==> config.mk <==
export PLATFORM = sky130hd
export DESIGN_NAME = sha1_stream_hash_flat
export DESIGN_NICKNAME = d
export VERILOG_FILES = /design/src/rtl/sha1s_pkg.sv /design/src/rtl/sha1s_if.sv /design/src/rtl/sha1_stream_hash.sv /design/src/rtl/sha1s_ctrl.sv /design/src/rtl/sha1s_dp.sv /design/src/flat_wrapper.sv
export SDC_FILE = /design/constraint.sdc
export NUM_CORES = 2
export LEC_CHECK = 0
export ABC_CLOCK_PERIOD_IN_PS = 12710
export BUFFER_PORTS_ARGS = -buffer_cell sky130_fd_sc_hd__buf_2
export CORE_ASPECT_RATIO = 0.75
export CORE_UTILIZATION = 60
export CTS_BUF_LIST = sky130_fd_sc_hd__clkbuf_8
export CTS_CLUSTER_SIZE = 10
export DETAILED_ROUTE_END_ITERATION = 10
export PLACE_DENSITY = 0.79
export SKIP_LAST_GASP = 1
export SYNTH_ARGS = -nofsm -noshare
export SYNTH_HDL_FRONTEND = slang
export SYNTH_SLANG_ARGS = --single-unit
==> constraint.sdc <==
create_clock -name clk -period 12.71 [get_ports clk]
set_input_delay 0.6355 -clock clk [delete_from_list [all_inputs] [get_ports clk]]
set_output_delay 0.6355 -clock clk [all_outputs]
set_load 0.02 [all_outputs]
==> src/rtl/sha1s_pkg.sv <==
// ----------------------------------------------------------------------------
// sha1s_pkg
// Shared types, constants and helpers for the SHA-1 byte-stream hasher.
// ----------------------------------------------------------------------------
`default_nettype none

package sha1s_pkg;

  // Geometry of the hash.
  localparam int NUM_CHAIN   = 5;
  localparam int NUM_BLOCK   = 16;
  localparam int BLOCK_BYTES = 64;
  localparam int LEN_POS     = 56;
  localparam int ROUNDS      = 80;
  localparam int GRP_LEN     = 20;

  localparam int CNT_W  = $clog2(BLOCK_BYTES);
  localparam int RND_W  = $clog2(ROUNDS);
  localparam int OCNT_W = $clog2(NUM_CHAIN + 1);

  localparam logic [7:0] PAD_BYTE = 8'h80;

  // Initial chaining value.
  localparam logic [31:0] H_INIT [NUM_CHAIN] = '{
    32'h67452301, 32'hefcdab89, 32'h98badcfe, 32'h10325476, 32'hc3d2e1f0
  };

  // Controller states.
  typedef enum logic [2:0] {
    ST_IDLE,
    ST_PAD80,
    ST_PADZ,
    ST_PADLEN,
    ST_ROUND,
    ST_ADD,
    ST_DONE
  } state_t;

  // Source of the byte shifted into the block buffer.
  typedef enum logic [1:0] {
    SEL_DATA,
    SEL_80,
    SEL_ZERO,
    SEL_LEN
  } byte_sel_t;

  // Round group: selects the boolean function and the round constant.
  typedef enum logic [1:0] {
    GRP_CH,
    GRP_PAR1,
    GRP_MAJ,
    GRP_PAR2
  } rgrp_t;

  // Commands from the controller to the datapath.
  typedef struct packed {
    logic      push;
    byte_sel_t byte_sel;
    logic      len_inc;
    logic      start;
    logic      round;
    rgrp_t     grp;
    logic      add;
    logic      finish;
  } cmd_t;

  // Status from the datapath to the controller.
  typedef struct packed {
    logic cnt_last;
    logic cnt_pre_len;
    logic out_busy;
  } sts_t;

  // Round constant for a group.
  function automatic logic [31:0] round_k(rgrp_t grp);
    logic [31:0] k;
    unique case (grp)
      GRP_CH:   k = 32'h5a827999;
      GRP_PAR1: k = 32'h6ed9eba1;
      GRP_MAJ:  k = 32'h8f1bbcdc;
      GRP_PAR2: k = 32'hca62c1d6;
      default:  k = 32'h5a827999;
    endcase
    return k;
  endfunction

endpackage

`default_nettype wire

==> src/rtl/sha1s_if.sv <==
// ----------------------------------------------------------------------------
// sha1s_if
// Valid/ready channel interfaces for the input items and the digest words.
// ----------------------------------------------------------------------------
`default_nettype none

// Input channel: one append or finish item per transaction.
interface sha1s_in_if;
  logic       valid;
  logic       ready;
  logic       kind;
  logic [7:0] data_byte;

  modport source (output valid, output kind, output data_byte, input ready);
  modport sink   (input valid, input kind, input data_byte, output ready);
endinterface

// Result channel: one digest word per transaction.
interface sha1s_out_if;
  logic        valid;
  logic        ready;
  logic [31:0] digest_word;
  logic        last_word;

  modport source (output valid, output digest_word, output last_word, input ready);
  modport sink   (input valid, input digest_word, input last_word, output ready);
endinterface

`default_nettype wire

==> src/rtl/sha1_stream_hash.sv <==
// ----------------------------------------------------------------------------
// sha1_stream_hash
// SHA-1 over a byte stream: append items add message bytes, a finish item
// pads the message and returns the 160-bit digest as five 32-bit words.
// ----------------------------------------------------------------------------
//
//   Channel | Direction | Transaction payload
//   --------+-----------+---------------------------------------------
//   in_ch   | sink      | kind (0 append, 1 finish), data_byte[7:0]
//   out_ch  | source    | digest_word[31:0] (H0 first), last_word
//
// An append byte is shifted into the block buffer; the 64th byte of a block
// also starts the 80 rounds of the single round unit and the chain update.
// A finish is followed by 9 to 72 padding bytes, one or two blocks of rounds
// and the load of the output buffer, which then drains at one word a cycle
// while out_ready is high.
// Reset is synchronous and active low and needs no clearing pass.
// New items are accepted while the previous digest still drains; a finish
// waits before its load until the output buffer is empty.
// ----------------------------------------------------------------------------
`default_nettype none

module sha1_stream_hash import sha1s_pkg::*; (
  input  logic clk,
  input  logic rst_n,
  sha1s_in_if.sink    in_ch,
  sha1s_out_if.source out_ch
);

  cmd_t cmd;
  sts_t sts;

  // Sequencer.
  sha1s_ctrl u_ctrl (
    .clk      (clk),
    .rst_n    (rst_n),
    .in_valid (in_ch.valid),
    .in_kind  (in_ch.kind),
    .in_ready (in_ch.ready),
    .sts      (sts),
    .cmd      (cmd)
  );

  // Hash datapath and output buffer.
  sha1s_dp u_dp (
    .clk             (clk),
    .rst_n           (rst_n),
    .in_data_byte    (in_ch.data_byte),
    .cmd             (cmd),
    .sts             (sts),
    .out_valid       (out_ch.valid),
    .out_ready       (out_ch.ready),
    .out_digest_word (out_ch.digest_word),
    .out_last_word   (out_ch.last_word)
  );

endmodule

`default_nettype wire

==> src/rtl/sha1s_ctrl.sv <==
// ----------------------------------------------------------------------------
// sha1s_ctrl
// Sequencer: accepts items, drives padding, runs the 80 rounds and the chain
// update, and hands the finished digest to the output buffer.
// ----------------------------------------------------------------------------
`default_nettype none

module sha1s_ctrl import sha1s_pkg::*; (
  input  logic clk,
  input  logic rst_n,
  input  logic in_valid,
  input  logic in_kind,
  output logic in_ready,
  input  sts_t sts,
  output cmd_t cmd
);

  state_t            state_r, state_nxt;
  state_t            ret_r, ret_nxt;
  logic [RND_W-1:0]  rnd_r, rnd_nxt;

  // State, return state and round counter.
  always_ff @(posedge clk) begin
    if (!rst_n) begin
      state_r <= ST_IDLE;
      ret_r   <= ST_IDLE;
      rnd_r   <= '0;
    end else begin
      state_r <= state_nxt;
      ret_r   <= ret_nxt;
      rnd_r   <= rnd_nxt;
    end
  end

  // Next state and commands.
  always_comb begin
    state_nxt    = state_r;
    ret_nxt      = ret_r;
    rnd_nxt      = rnd_r;
    in_ready     = 1'b0;
    cmd          = '0;
    cmd.byte_sel = SEL_DATA;
    cmd.grp      = GRP_CH;

    unique case (state_r)
      ST_IDLE: begin
        in_ready = 1'b1;
        if (in_valid) begin
          if (!in_kind) begin
            cmd.push    = 1'b1;
            cmd.len_inc = 1'b1;
            if (sts.cnt_last) begin
              cmd.start = 1'b1;
              ret_nxt   = ST_IDLE;
              rnd_nxt   = '0;
              state_nxt = ST_ROUND;
            end
          end else begin
            state_nxt = ST_PAD80;
          end
        end
      end

      ST_PAD80: begin
        cmd.push     = 1'b1;
        cmd.byte_sel = SEL_80;
        if (sts.cnt_last) begin
          cmd.start = 1'b1;
          ret_nxt   = ST_PADZ;
          rnd_nxt   = '0;
          state_nxt = ST_ROUND;
        end else if (sts.cnt_pre_len) begin
          state_nxt = ST_PADLEN;
        end else begin
          state_nxt = ST_PADZ;
        end
      end

      ST_PADZ: begin
        cmd.push     = 1'b1;
        cmd.byte_sel = SEL_ZERO;
        if (sts.cnt_last) begin
          cmd.start = 1'b1;
          ret_nxt   = ST_PADZ;
          rnd_nxt   = '0;
          state_nxt = ST_ROUND;
        end else if (sts.cnt_pre_len) begin
          state_nxt = ST_PADLEN;
        end
      end

      // The length field always fills the block up to its last byte.
      ST_PADLEN: begin
        cmd.push     = 1'b1;
        cmd.byte_sel = SEL_LEN;
        if (sts.cnt_last) begin
          cmd.start = 1'b1;
          ret_nxt   = ST_DONE;
          rnd_nxt   = '0;
          state_nxt = ST_ROUND;
        end
      end

      ST_ROUND: begin
        cmd.round = 1'b1;
        if (rnd_r < RND_W'(GRP_LEN)) begin
          cmd.grp = GRP_CH;
        end else if (rnd_r < RND_W'(2 * GRP_LEN)) begin
          cmd.grp = GRP_PAR1;
        end else if (rnd_r < RND_W'(3 * GRP_LEN)) begin
          cmd.grp = GRP_MAJ;
        end else begin
          cmd.grp = GRP_PAR2;
        end
        rnd_nxt = rnd_r + 1'b1;
        if (rnd_r == RND_W'(ROUNDS - 1)) begin
          state_nxt = ST_ADD;
        end
      end

      ST_ADD: begin
        cmd.add   = 1'b1;
        state_nxt = ret_r;
      end

      // Wait until the previous digest has fully drained.
      ST_DONE: begin
        if (!sts.out_busy) begin
          cmd.finish = 1'b1;
          state_nxt  = ST_IDLE;
        end
      end

      default: begin
        state_nxt = ST_IDLE;
      end
    endcase
  end

endmodule

`default_nettype wire

==> src/rtl/sha1s_dp.sv <==
// ----------------------------------------------------------------------------
// sha1s_dp
// Datapath: block buffer that doubles as the message schedule window, working
// registers, chaining words, bit-length counter and the digest output buffer.
// ----------------------------------------------------------------------------
`default_nettype none

module sha1s_dp import sha1s_pkg::*; (
  input  logic        clk,
  input  logic        rst_n,
  input  logic [7:0]  in_data_byte,
  input  cmd_t        cmd,
  output sts_t        sts,
  output logic        out_valid,
  input  logic        out_ready,
  output logic [31:0] out_digest_word,
  output logic        out_last_word
);

  logic [31:0]       blk_r [NUM_BLOCK];
  logic [31:0]       blk_nxt [NUM_BLOCK];
  logic [31:0]       wk_r [NUM_CHAIN];
  logic [31:0]       h_r [NUM_CHAIN];
  logic [31:0]       ob_r [NUM_CHAIN];
  logic [63:0]       len_r;
  logic [CNT_W-1:0]  cnt_r;
  logic [OCNT_W-1:0] ocnt_r;

  logic [7:0]  push_val;
  logic [31:0] w_new;
  logic [31:0] f_val;
  logic [31:0] t_val;
  logic        out_fire;

  // Byte to shift in; the length goes out most significant byte first.
  always_comb begin
    unique case (cmd.byte_sel)
      SEL_DATA: push_val = in_data_byte;
      SEL_80:   push_val = PAD_BYTE;
      SEL_ZERO: push_val = 8'h00;
      SEL_LEN:  push_val = len_r[{~cnt_r[2:0], 3'b000} +: 8];
      default:  push_val = 8'h00;
    endcase
  end

  // Next schedule word from the fixed taps of the sixteen-word window.
  assign w_new = {(blk_r[13][30:0] ^ blk_r[8][30:0] ^ blk_r[2][30:0] ^ blk_r[0][30:0]),
                  (blk_r[13][31] ^ blk_r[8][31] ^ blk_r[2][31] ^ blk_r[0][31])};

  // Block buffer: byte shift while loading, word shift during rounds.
  always_comb begin
    for (int i = 0; i < NUM_BLOCK; i++) begin
      blk_nxt[i] = blk_r[i];
    end
    if (cmd.push) begin
      for (int i = 0; i < NUM_BLOCK - 1; i++) begin
        blk_nxt[i] = {blk_r[i][23:0], blk_r[i + 1][31:24]};
      end
      blk_nxt[NUM_BLOCK - 1] = {blk_r[NUM_BLOCK - 1][23:0], push_val};
    end else if (cmd.round) begin
      for (int i = 0; i < NUM_BLOCK - 1; i++) begin
        blk_nxt[i] = blk_r[i + 1];
      end
      blk_nxt[NUM_BLOCK - 1] = w_new;
    end
  end

  // Round function of the current group.
  always_comb begin
    case (cmd.grp) inside
      GRP_CH:             f_val = ((wk_r[2] ^ wk_r[3]) & wk_r[1]) ^ wk_r[3];
      GRP_MAJ:            f_val = (wk_r[1] & wk_r[2]) | (wk_r[3] & (wk_r[1] | wk_r[2]));
      GRP_PAR1, GRP_PAR2: f_val = wk_r[1] ^ wk_r[2] ^ wk_r[3];
      default:            f_val = wk_r[1] ^ wk_r[2] ^ wk_r[3];
    endcase
  end

  assign t_val = {wk_r[0][26:0], wk_r[0][31:27]} + f_val + wk_r[4] + blk_r[0]
                 + round_k(cmd.grp);

  assign out_fire = out_valid && out_ready;

  // Block buffer, working registers and output words carry no reset.
  always_ff @(posedge clk) begin
    for (int i = 0; i < NUM_BLOCK; i++) begin
      blk_r[i] <= blk_nxt[i];
    end
    if (cmd.start) begin
      for (int i = 0; i < NUM_CHAIN; i++) begin
        wk_r[i] <= h_r[i];
      end
    end else if (cmd.round) begin
      wk_r[0] <= t_val;
      wk_r[1] <= wk_r[0];
      wk_r[2] <= {wk_r[1][1:0], wk_r[1][31:2]};
      wk_r[3] <= wk_r[2];
      wk_r[4] <= wk_r[3];
    end
    if (cmd.finish) begin
      for (int i = 0; i < NUM_CHAIN; i++) begin
        ob_r[i] <= h_r[i];
      end
    end else if (out_fire) begin
      for (int i = 0; i < NUM_CHAIN - 1; i++) begin
        ob_r[i] <= ob_r[i + 1];
      end
    end
  end

  // Chaining words, counters and output occupancy.
  always_ff @(posedge clk) begin
    if (!rst_n) begin
      for (int i = 0; i < NUM_CHAIN; i++) begin
        h_r[i] <= H_INIT[i];
      end
      len_r  <= '0;
      cnt_r  <= '0;
      ocnt_r <= '0;
    end else begin
      if (cmd.push) begin
        cnt_r <= cnt_r + 1'b1;
      end
      if (cmd.len_inc) begin
        len_r <= len_r + 64'd8;
      end
      if (cmd.add) begin
        for (int i = 0; i < NUM_CHAIN; i++) begin
          h_r[i] <= h_r[i] + wk_r[i];
        end
      end
      if (cmd.finish) begin
        for (int i = 0; i < NUM_CHAIN; i++) begin
          h_r[i] <= H_INIT[i];
        end
        len_r  <= '0;
        cnt_r  <= '0;
        ocnt_r <= OCNT_W'(NUM_CHAIN);
      end else if (out_fire) begin
        ocnt_r <= ocnt_r - 1'b1;
      end
    end
  end

  // Status and output channel.
  assign sts.cnt_last    = (cnt_r == CNT_W'(BLOCK_BYTES - 1));
  assign sts.cnt_pre_len = (cnt_r == CNT_W'(LEN_POS - 1));
  assign sts.out_busy    = (ocnt_r != '0);

  assign out_valid       = (ocnt_r != '0);
  assign out_digest_word = ob_r[0];
  assign out_last_word   = (ocnt_r == OCNT_W'(1));

endmodule

`default_nettype wire

==> src/flat_wrapper.sv <==
// flat-port wrapper written by rule: the top's interface ports become plain ports
module sha1_stream_hash_flat import sha1s_pkg::*;
  (clk, rst_n, in_ch_valid, in_ch_kind, in_ch_data_byte, in_ch_ready, out_ch_valid, out_ch_digest_word, out_ch_last_word, out_ch_ready);
  sha1s_in_if in_ch_i ();
  sha1s_out_if out_ch_i ();
  input  logic clk;
  input  logic rst_n;
  input wire logic [$bits(in_ch_i.valid)-1:0] in_ch_valid;
  input wire logic [$bits(in_ch_i.kind)-1:0] in_ch_kind;
  input wire logic [$bits(in_ch_i.data_byte)-1:0] in_ch_data_byte;
  output wire logic [$bits(in_ch_i.ready)-1:0] in_ch_ready;
  output wire logic [$bits(out_ch_i.valid)-1:0] out_ch_valid;
  output wire logic [$bits(out_ch_i.digest_word)-1:0] out_ch_digest_word;
  output wire logic [$bits(out_ch_i.last_word)-1:0] out_ch_last_word;
  input wire logic [$bits(out_ch_i.ready)-1:0] out_ch_ready;
  assign in_ch_i.valid = in_ch_valid;
  assign in_ch_i.kind = in_ch_kind;
  assign in_ch_i.data_byte = in_ch_data_byte;
  assign in_ch_ready = in_ch_i.ready;
  assign out_ch_valid = out_ch_i.valid;
  assign out_ch_digest_word = out_ch_i.digest_word;
  assign out_ch_last_word = out_ch_i.last_word;
  assign out_ch_i.ready = out_ch_ready;
  sha1_stream_hash u_core (.clk(clk), .rst_n(rst_n), .in_ch(in_ch_i), .out_ch(out_ch_i));
endmodule
==> results.sh <==
export IMPL_synth_edf_count=992
export IMPL_synthCells=5675
export IMPL_tritoncts="done"
export IMPL_hold_class="input port to register"
export IMPL_timing_critical_path_mode_cell="o21ai_0"
export IMPL_syn_nets=6014
export IMPL_htree_levels=4
export IMPL_critical_path_max_stage_delay_ps=750
export IMPL_grt_use_total=0.295
export IMPL_path_class="register to register"
export IMPL_fin_crit_sh=0.691
export IMPL_synth_simple_area_share=0.180
export IMPL_tightest_slew_ps=1350
export IMPL_drive_above_1_share=0.0832
export IMPL_path_max_fanout=86
export IMPL_port_buffers=47
export IMPL_die_x_um=362
export IMPL_vias=41894
export IMPL_grt_start_max_net_pins=240
export IMPL_cp_num_cells=25
export IMPL_hold_viol=0
export IMPL_clk_latency_ps=890
export IMPL_initial_core_util=0.608
export IMPL_cts_buffer_depth=3
export IMPL_crit_family="compound AO/OA/AOI/OAI gates"
export IMPL_worst_r2r_endpoint="u_core.u_dp.wk_r[0][28]"
export IMPL_via_per_inst=5.90
export IMPL_leakage_uw=0.0252
export IMPL_crit_path_end_kind="register"
export IMPL_netlist_cell_type_count=78
export IMPL_num_nets_final=6003
export IMPL_synth_xor_area_share=0.0431
export IMPL_ys_seq_elements=1074
export IMPL_synth_top_family_by_area="simple AND/OR/NAND/NOR gates"
export IMPL_synth_compound_area_frac=0.0781
export IMPL_irDropWorstVdd_mv=0.118
export IMPL_synth_common_cells="nand2_1 (2,023), edfxtp_1 (992), inv_1 (227)"
export IMPL_period_needed_ps=8790
export IMPL_slew_violations=0
export IMPL_synthAdderAreaFrac=0.0861
export IMPL_hold_slack_ps=188
export IMPL_hp_start="rst_n"
export IMPL_fmax_ghz=0.114
export IMPL_netlist_area_leader_share=0.511
export IMPL_dp_hpwl_mm=99.7
export IMPL_path_buf_inv=6
export IMPL_die_area_sq_um=98400
export IMPL_maxSlewHeadroom=0.0936
export IMPL_final_antenna_net_count=0
export IMPL_grt_setup_unrepaired="no"
export IMPL_critical_path_arrival_ps=9390
export IMPL_cts_setup_buffers=0
export IMPL_crit_start="u_core.u_ctrl.state_r[2]"
export IMPL_drtIter0Drc=5052
export IMPL_p_per_area_nw_per_um2=160
export IMPL_cp_slowest_cell="buf_4"
export IMPL_cts_buffers=165
export IMPL_cts_sinks=1074
export IMPL_synth_area_sq_um=58300
export IMPL_grt_pass1_vias=39297
export IMPL_die_h_um=272
export IMPL_synth_main_ff_cell="edfxtp_1"
export IMPL_wl_per_cell_um=20.4
export IMPL_cp_start_kind="register"
export IMPL_clk_pin_slew_ps=60
export IMPL_grt_pass1_wl_mm=223
export IMPL_skew_ps=39.9
export IMPL_rr_worst_depth=25
export IMPL_cp_required_ps=13310
export IMPL_r2r_slack_ps=3920
export IMPL_area_growth_pct=7.33
export IMPL_gr_total_overflow=0
export IMPL_dp_cells=6797
export IMPL_muxShareOfSynthArea=0.0404
export IMPL_rows=98
export IMPL_hold_buffers=0
export IMPL_timing_max_cap_violations=0
export IMPL_place_gp_congestion=0.949
export IMPL_io_pins=48
export IMPL_ctsResizeCount=0
export IMPL_reg2reg_from="u_core.u_ctrl.state_r[2]"
export IMPL_wirelength_mm=145
export IMPL_async_reset_ff_frac=0
export IMPL_yosys_warnings=0
export IMPL_synth_avg_cell_area_sq_um=10.3
export IMPL_yosysTopAreaCell="edfxtp_1"
export IMPL_tns_ps=0
export IMPL_core_sq_um=95800
export IMPL_crit_path_end="u_core.u_dp.wk_r[0][28]"
export IMPL_setup_viol=0
export IMPL_final_cells=7104
export IMPL_status="complete, no violations"
export IMPL_ys_seq_area_frac=0.539
export IMPL_antenna_found_initial=4
export IMPL_synth_most_common_cell="nand2_1"
export IMPL_drc=0
export IMPL_dr_pass1_iters=6
export IMPL_ys_top_cells_by_area="edfxtp_1 (51%), nand2_1 (13%), ha_1 (4.3%), fa_1 (4.3%), dfxtp_1 (2.8%)"
export IMPL_root_buffer="clkbuf_8"
-- per-layer routing --
metal  up-vias  wire [um]  track usage
met5         -         13            0
met4         2       3060       0.0876
met3       191      17200       0.0804
met2      1963      60000        0.404
met1     20320      64600        0.454
li1      19418          -            -
-- tightest hold or removal path, cell delays in order --
cell	delay, ps
buf_2	210
nand3_1	110
a21oi_1	40
-- final cells by class --
type | count | area (sq um)
clock buffers | 175 | 2410
well taps | 1300 | 1630
fillers | 7366 | 33200
inverters | 227 | 857
clock inverters | 130 | 717
flip-flops and latches | 1074 | 31400
repair buffers | 79 | 500
diodes | 2 | 5.00
multi-input cells | 4117 | 25000
-- per-stage QoR --
stage	setup WS, ps	power [uW]	utilization	area [sq um]
floorplan	4480	6720	-	58300
global placement	4380	7160	0.620	59400
detailed placement	4130	7230	0.620	59400
CTS	4110	10000	0.653	62500
global route	3270	10500	0.653	62500
finish	3920	10000	0.653	62500
-- worst min-delay path by stage --
stage | endpoint | slack [ps] | cells past startpoint
2_1_floorplan | u_core.u_dp.ocnt_r[1] | 450 | 2
3_3_place_gp | u_core.u_dp.ocnt_r[1] | 470 | 2
3_5_place_dp | u_core.u_dp.ob_r[1][15] | 480 | 0
4_1_cts | u_core.u_ctrl.state_r[0] | 100 | 3
5_1_grt | u_core.u_ctrl.ret_r[1] | 170 | 2
6_report | u_core.u_ctrl.state_r[0] | 190 | 3
-- power by group --
group | internal, uW | leakage, uW | switching, uW
combinational | 739 | 0.0136 | 1330
sequential | 4750 | 0.00979 | 380
clock | 1400 | 0.00179 | 1420
total | 6890 | 0.0252 | 3130
-- logic make-up after synthesis --
logic type,count (synthesis)
XOR/XNOR,287
multiplexers,201
flip-flops,1074
adder cells (fa/ha/maj),326
AND/OR/NAND/NOR,2573
AO/OA/AOI/OAI,730
buffers and inverters,484
-- registers in the layout, indices dropped and copies added, names as in the netlist --
name and flops:
u_core.u_ctrl.ret_r 2, u_core.u_dp.blk_r 512, u_core.u_dp.ob_r 160, u_core.u_dp.len_r 61
u_core.u_dp.ocnt_r 3, u_core.u_dp.wk_r 160, u_core.u_dp.h_r 160, u_core.u_ctrl.rnd_r 7
u_core.u_dp.cnt_r 6, u_core.u_ctrl.state_r 3
-- layout by cell type (no fill, tap or decap), types with 22 or more instances in the layout --
master,instances
ha_1,199
nor3_1,31
nor2b_1,51
nand4_1,23
xor2_1,113
a21o_1,79
a31oi_1,22
mux2i_1,47
or3_1,40
buf_4,30
edfxtp_1,992
inv_1,283
clkinv_1,41
mux2_2,141
o21ai_0,214
a211oi_1,47
nand2_1,2017
clkbuf_8,175
and3_1,32
dfxtp_1,82
nand2b_1,36
buf_2,47
xnor2_1,174
nor2_1,209
nand3_1,56
fa_1,125
a21oi_1,205
o21a_1,26
No activity file was read; power rests on OpenSTA's default activity.
